$ cat src/compacting_byte_store_allocator_unit_macros.svh
// Assertion helpers for the byte store allocator.
`ifndef COMPACTING_BYTE_STORE_ALLOCATOR_UNIT_MACROS_SVH
`define COMPACTING_BYTE_STORE_ALLOCATOR_UNIT_MACROS_SVH

`ifndef SYNTHESIS
// Same-cycle implication, checked out of reset.
`define CBSA_ASSERT_IMPL(label, ante, cons) \
  label: assert property (@(posedge clk) disable iff (!rst_n) (ante) |-> (cons)) \
    else $error("allocator check failed");
// Next-cycle implication, checked out of reset.
`define CBSA_ASSERT_NEXT(label, ante, cons) \
  label: assert property (@(posedge clk) disable iff (!rst_n) (ante) |=> (cons)) \
    else $error("allocator check failed");
`else
`define CBSA_ASSERT_IMPL(label, ante, cons)
`define CBSA_ASSERT_NEXT(label, ante, cons)
`endif

`endif

$ cat src/cbsa_ram.sv
module cbsa_ram #(
  parameter int WIDTH = 8,
  parameter int DEPTH = 256
) (
  input  logic                     clk,
  input  logic                     we,
  input  logic [$clog2(DEPTH)-1:0] waddr,
  input  logic [WIDTH-1:0]         wdata,
  input  logic [$clog2(DEPTH)-1:0] raddr,
  output logic [WIDTH-1:0]         rdata
);

  logic [WIDTH-1:0] mem [DEPTH];

  // write port
  always_ff @(posedge clk) begin
    if (we) begin
      mem[waddr] <= wdata;
    end
  end

  // registered read port
  always_ff @(posedge clk) begin
    rdata <= mem[raddr];
  end

endmodule

$ cat config.mk
export PLATFORM = sky130hd
export DESIGN_NAME = cbsa_ram
export DESIGN_NICKNAME = d
export VERILOG_FILES = /design/src/compacting_byte_store_allocator_unit_macros.svh /design/src/cbsa_ram.sv
export SDC_FILE = /design/constraint.sdc
export NUM_CORES = 2
export LEC_CHECK = 0
export ABC_CLOCK_PERIOD_IN_PS = 2200
export BUFFER_PORTS_ARGS = -buffer_cell sky130_fd_sc_hd__buf_4
export CORE_AREA = 2 2 384 386
export CTS_CLUSTER_DIAMETER = 30
export DETAILED_ROUTE_END_ITERATION = 6
export DIE_AREA = 0 0 386 388
export PLACE_DENSITY = 0.78
export REMOVE_ABC_BUFFERS = 1
export SKIP_LAST_GASP = 1
export SYNTH_ARGS = -nofsm -noshare
export SYNTH_HDL_FRONTEND = slang
export SYNTH_SLANG_ARGS = --single-unit
export TNS_END_PERCENT = 20
$ cat constraint.sdc
create_clock -name clk -period 2.2 [get_ports clk]
set_input_delay 0.44 -clock clk [delete_from_list [all_inputs] [get_ports clk]]
set_output_delay 0.44 -clock clk [all_outputs]
set_load 0.01 [all_outputs]
==> Word level (Yosys, flattened, before mapping) <==
Memories as Yosys holds them, arrays and structs flattened. A register that Yosys moved wholly into a read port is not among the register bits.
Cells that the tools add are included.
{ "classes": {"muxes": 2} }
{ "ops": {"columns": ["cell", "n"], "rows": [
  ["1-bit two-way mux", 2]
]} }
{ "word_totals": {"ff_bits": 0, "mem_bits_rw": 2048, "input_bits": 26, "n_memories": 1} }
{ "mem_list": {"columns": ["memory", "words", "width", "rd", "rd_ports_with_merged_regs", "write_ports", "line_no", "text"], "rows": [
  ["mem", 256, 8, 1, 1, 1, "cbsa_ram.sv:13", "logic [WIDTH-1:0] mem [DEPTH];"]
]} }

==> Logic depth before layout (Yosys ltp) <==
{ "depth": {"depth_word": 2, "ltp_mapped": 11, "depth_no_buf": 6} }

==> Least setup slack after synthesis <==
Ideal clock, no wire load.
{ "synth_path": {"kind": "in2reg", "from": "input port raddr[0]", "to": "register rdata[2] (read register of mem)", "setup_time_ps": 131, "arrival_time_ps": 2247, "required_time_ps": 2069, "setup_slack_ps": -178, "cell_stages": 9, "path_buffers": 4, "cell_sequence": "buf_6 -> buf_12 -> buf_8 -> buf_2 -> mux4_2 -> a22oi_1 -> a21oi_1 -> nor4_1 -> nor4_2"} }
{ "synth_rtl": {"columns": ["item", "line_no", "text"], "rows": [
  ["from (decl)", "cbsa_ram.sv:9", "input logic [$clog2(DEPTH)-1:0] raddr,"],
  ["to (decl)", "cbsa_ram.sv:10", "output logic [WIDTH-1:0] rdata"]
]} }

==> results.ini <==
[detailed_routing]
drtIter0Drc=8318
ant_nets=0
drc=17
num_vias=46300
first_pass_iters=7
avgViaCountPerCell=6.84
wirelength_mm=240
wl_per_cell_um=35.4

[placed_design]
place_inst=6118
port_buffers=33
gp_congestion=0.892
post-dp-hpwl_mm=127

[synthesis]
syn_avg_cell_area_um2=21.3
synthTopCellsByArea=edfxtp_1, mux4_2, mux2i_1, nor2_1, a22oi_1
synth_edf_count=2048
synth_area_mm2=0.0796
yosysUniqueCellTypes=55
synth_ff_type=edfxtp_1
yosysSeqAreaShare_pct=77.5
synth-async-reset-ratio_pct=0
synth.most_common_cell=edfxtp_1
yosys_warnings=0
ys_ff_latch=2056
synth_top_cell_by_area=edfxtp_1
yosys-top-cells-count=edfxtp_1, mux4_2, nor2_1
syn_inst=3733
synth_top_area_share_pct=77.3

[timing]
max_slew_margin_pct=48.1
finalSetupViolCount=9
setup_slack_ns=-0.250
tightest_slew_ns=0.779
rsz0062_at_grt=yes
hold_viol_final=0
post-route-min-period_ns=2.45
fin_crit_sh_pct=111
worst_clock_skew_ns=0.0776
max_freq_mhz=408
final_max_slew_viol_count=0

[layout]
instances_no_fill=6763
finalNetCount=4600
area_growth_pct=24.6
final_layout_size_suffix_gt1_share_pct=37.2
fin_util_pct=68.2

[run_status]
violations=DRC, setup timing
outcome=finished, violations left

[power_and_ir_drop]
switching_power_mw=23.1
p_per_area_mw_per_mm2=1040
pwr-share-clk_pct=53.3
peakVddDrop_mv=1.02
intPower_mw=80.0
p_leak_nw=33.1
share_comb_of_total_power_pct=4.7
pwr-share-seq_pct=42.0
swShare_pct=22.4

[global_routing]
gr-usage-all-layers_pct=31.4
grt_max_degree=89
antenna_found_initial=14
overflow=0
grt_pass1_wl_mm=335
grt_pass1_vias=47000

[worst_setup_path]
cp.arrival_ns=3.24
r2r_start=mem[71][2]$_DFFE_PP_
critical_path.endpoint_type=flip-flop
reg2reg_depth=5
reg2reg_slack_ns=-0.25
cp_max_fo=1
crit_required_ns=2.99
worstSetupPathType=reg2reg
crit_path_start_kind=flip-flop
rr_endpoint=rdata[2]$_DFF_P_

[floorplanning]
dieArea_mm2=0.150
design.core.area_mm2=0.145
initial_core_util_pct=54.8
fp.dieW_um=386
io_pins=34
std_cell_rows=140
die_h_um=388

[clock_tree]
cts_buffer_depth=4
root_buffer=clkbuf_16
tritoncts=built
clock_sinks=2056
clk_pin_slew_worst_paths_ns=0.06
cts_made_buffers=350
htreeDepth=5
clkLatencyLatePin_ns=0.94

[hold_path]
hold_path_depth=1
hp-start=wdata[7]
min_to=mem[211][7]$_DFFE_PP_
hp-class=in2reg

[job]
cap_viol_max_count=0

-- state kept, by name, summed over array words and instances, names as in the netlist --
signal	count
rdata	8
mem	2048
-- per-layer routing --
metal	track usage [%]	up-vias	routed length (µm)
met2	49.7	4506	116000
li1	-	17500	-
met3	8.60	964	31800
met1	39.6	23300	76300
met5	0	-	170
met4	17.1	20	15600
-- cell usage in the layout (no fill, tap or decap), drive strengths merged, types with 12 or more instances in the layout --
master	instances
clkbuf	385
mux4	456
nor3	22
o221ai	47
o21ai	12
inv	60
bufinv	44
nand3	34
nor2	282
a22oi	133
nor4	27
clkinv	113
o22ai	28
edfxtp	2048
nand2	33
buf	708
nor2b	31
clkinvlp	33
a21oi	96
a211oi	16
mux2i	134
a221oi	14
-- worst max-delay path, cell delays in order (launching register included) --
cell and delay, ns:
edfxtp_1 0.42, mux4_2 0.54, mux4_2 0.54, nor2b_4 0.17
nor4_4 0.58, nor4_2 0.07
-- worst max-delay path by stage --
stage | from | slack [ns] | endpoint
detailed placement | raddr[0] | -1.96 | rdata[2]$_DFF_P_
finish | mem[71][2]$_DFFE_PP_ | -0.25 | rdata[2]$_DFF_P_
global route | mem[70][2]$_DFFE_PP_ | -0.21 | rdata[2]$_DFF_P_
floorplan | raddr[2] | -0.65 | rdata[6]$_DFF_P_
global placement | raddr[0] | -1.94 | rdata[2]$_DFF_P_
CTS | mem[143][4]$_DFFE_PP_ | -0.12 | rdata[4]$_DFF_P_
-- power groups by stage --
stage	Combinational (mW)	Sequential (mW)	Clock, mW
floorplan	1.52	44.1	0
global placement	4.24	44.1	0
detailed placement	4.34	44.1	0
CTS	4.57	43.3	54.8
global route	4.92	43.3	56.7
finish	4.83	43.3	55.0
-- stage by stage --
step / setup WS (ns) / hold slack (ns) / setup TNS (ns) / power, mW / instance area (µm²)
after floorplan: -0.648 / 0.539 / -4.86 / 45.6 / 78100
after global placement: -1.94 / 0.881 / -10.36 / 48.3 / 86700
after detailed placement: -1.96 / 0.878 / -10.36 / 48.4 / 86700
after CTS: -0.119 / 0.0218 / -0.778 / 103 / 98700
after global routing: -0.213 / 0.0462 / -1.31 / 105 / 99100
final: -0.250 / 0.0602 / -1.29 / 103 / 99100
-- timing repair --
item	4_1_cts	5_1_grt
hold buffers	1	0
cloned	2	3
setup buffers	0	18
setup endpoints to repair	9	9
pin swaps	11	11
endpoints found under the hold margin	29	0
resized for setup	44	33
-- cells by family (layout without fill, tap and decap cells) --
| group | count (synthesis) | after routing | share of synthesized area [%] |
|---|---|---|---|
| DFF | 2056 | 2056 | 77.5 |
| muxes | 591 | 591 | 14.6 |
| and+or+nand+nor | 466 | 466 | 2.63 |
| AOI/OAI and AO/OA | 385 | 385 | 3.42 |
| buffers and inverters | 235 | 1346 | 1.83 |
| other | 0 | 2 | 0 |
-- final cells by class --
class | count | area [µm²]
fill | 7890 | 46100
clock buffer | 374 | 8950
clock inverter | 248 | 2770
multi-input combinational | 1442 | 16700
inverter | 2 | 7.51
timing repair buffer | 722 | 6580
tap | 1917 | 2400
antenna | 2 | 5.00
sequential | 2056 | 61700
Power figures use the tool's default switching activity.
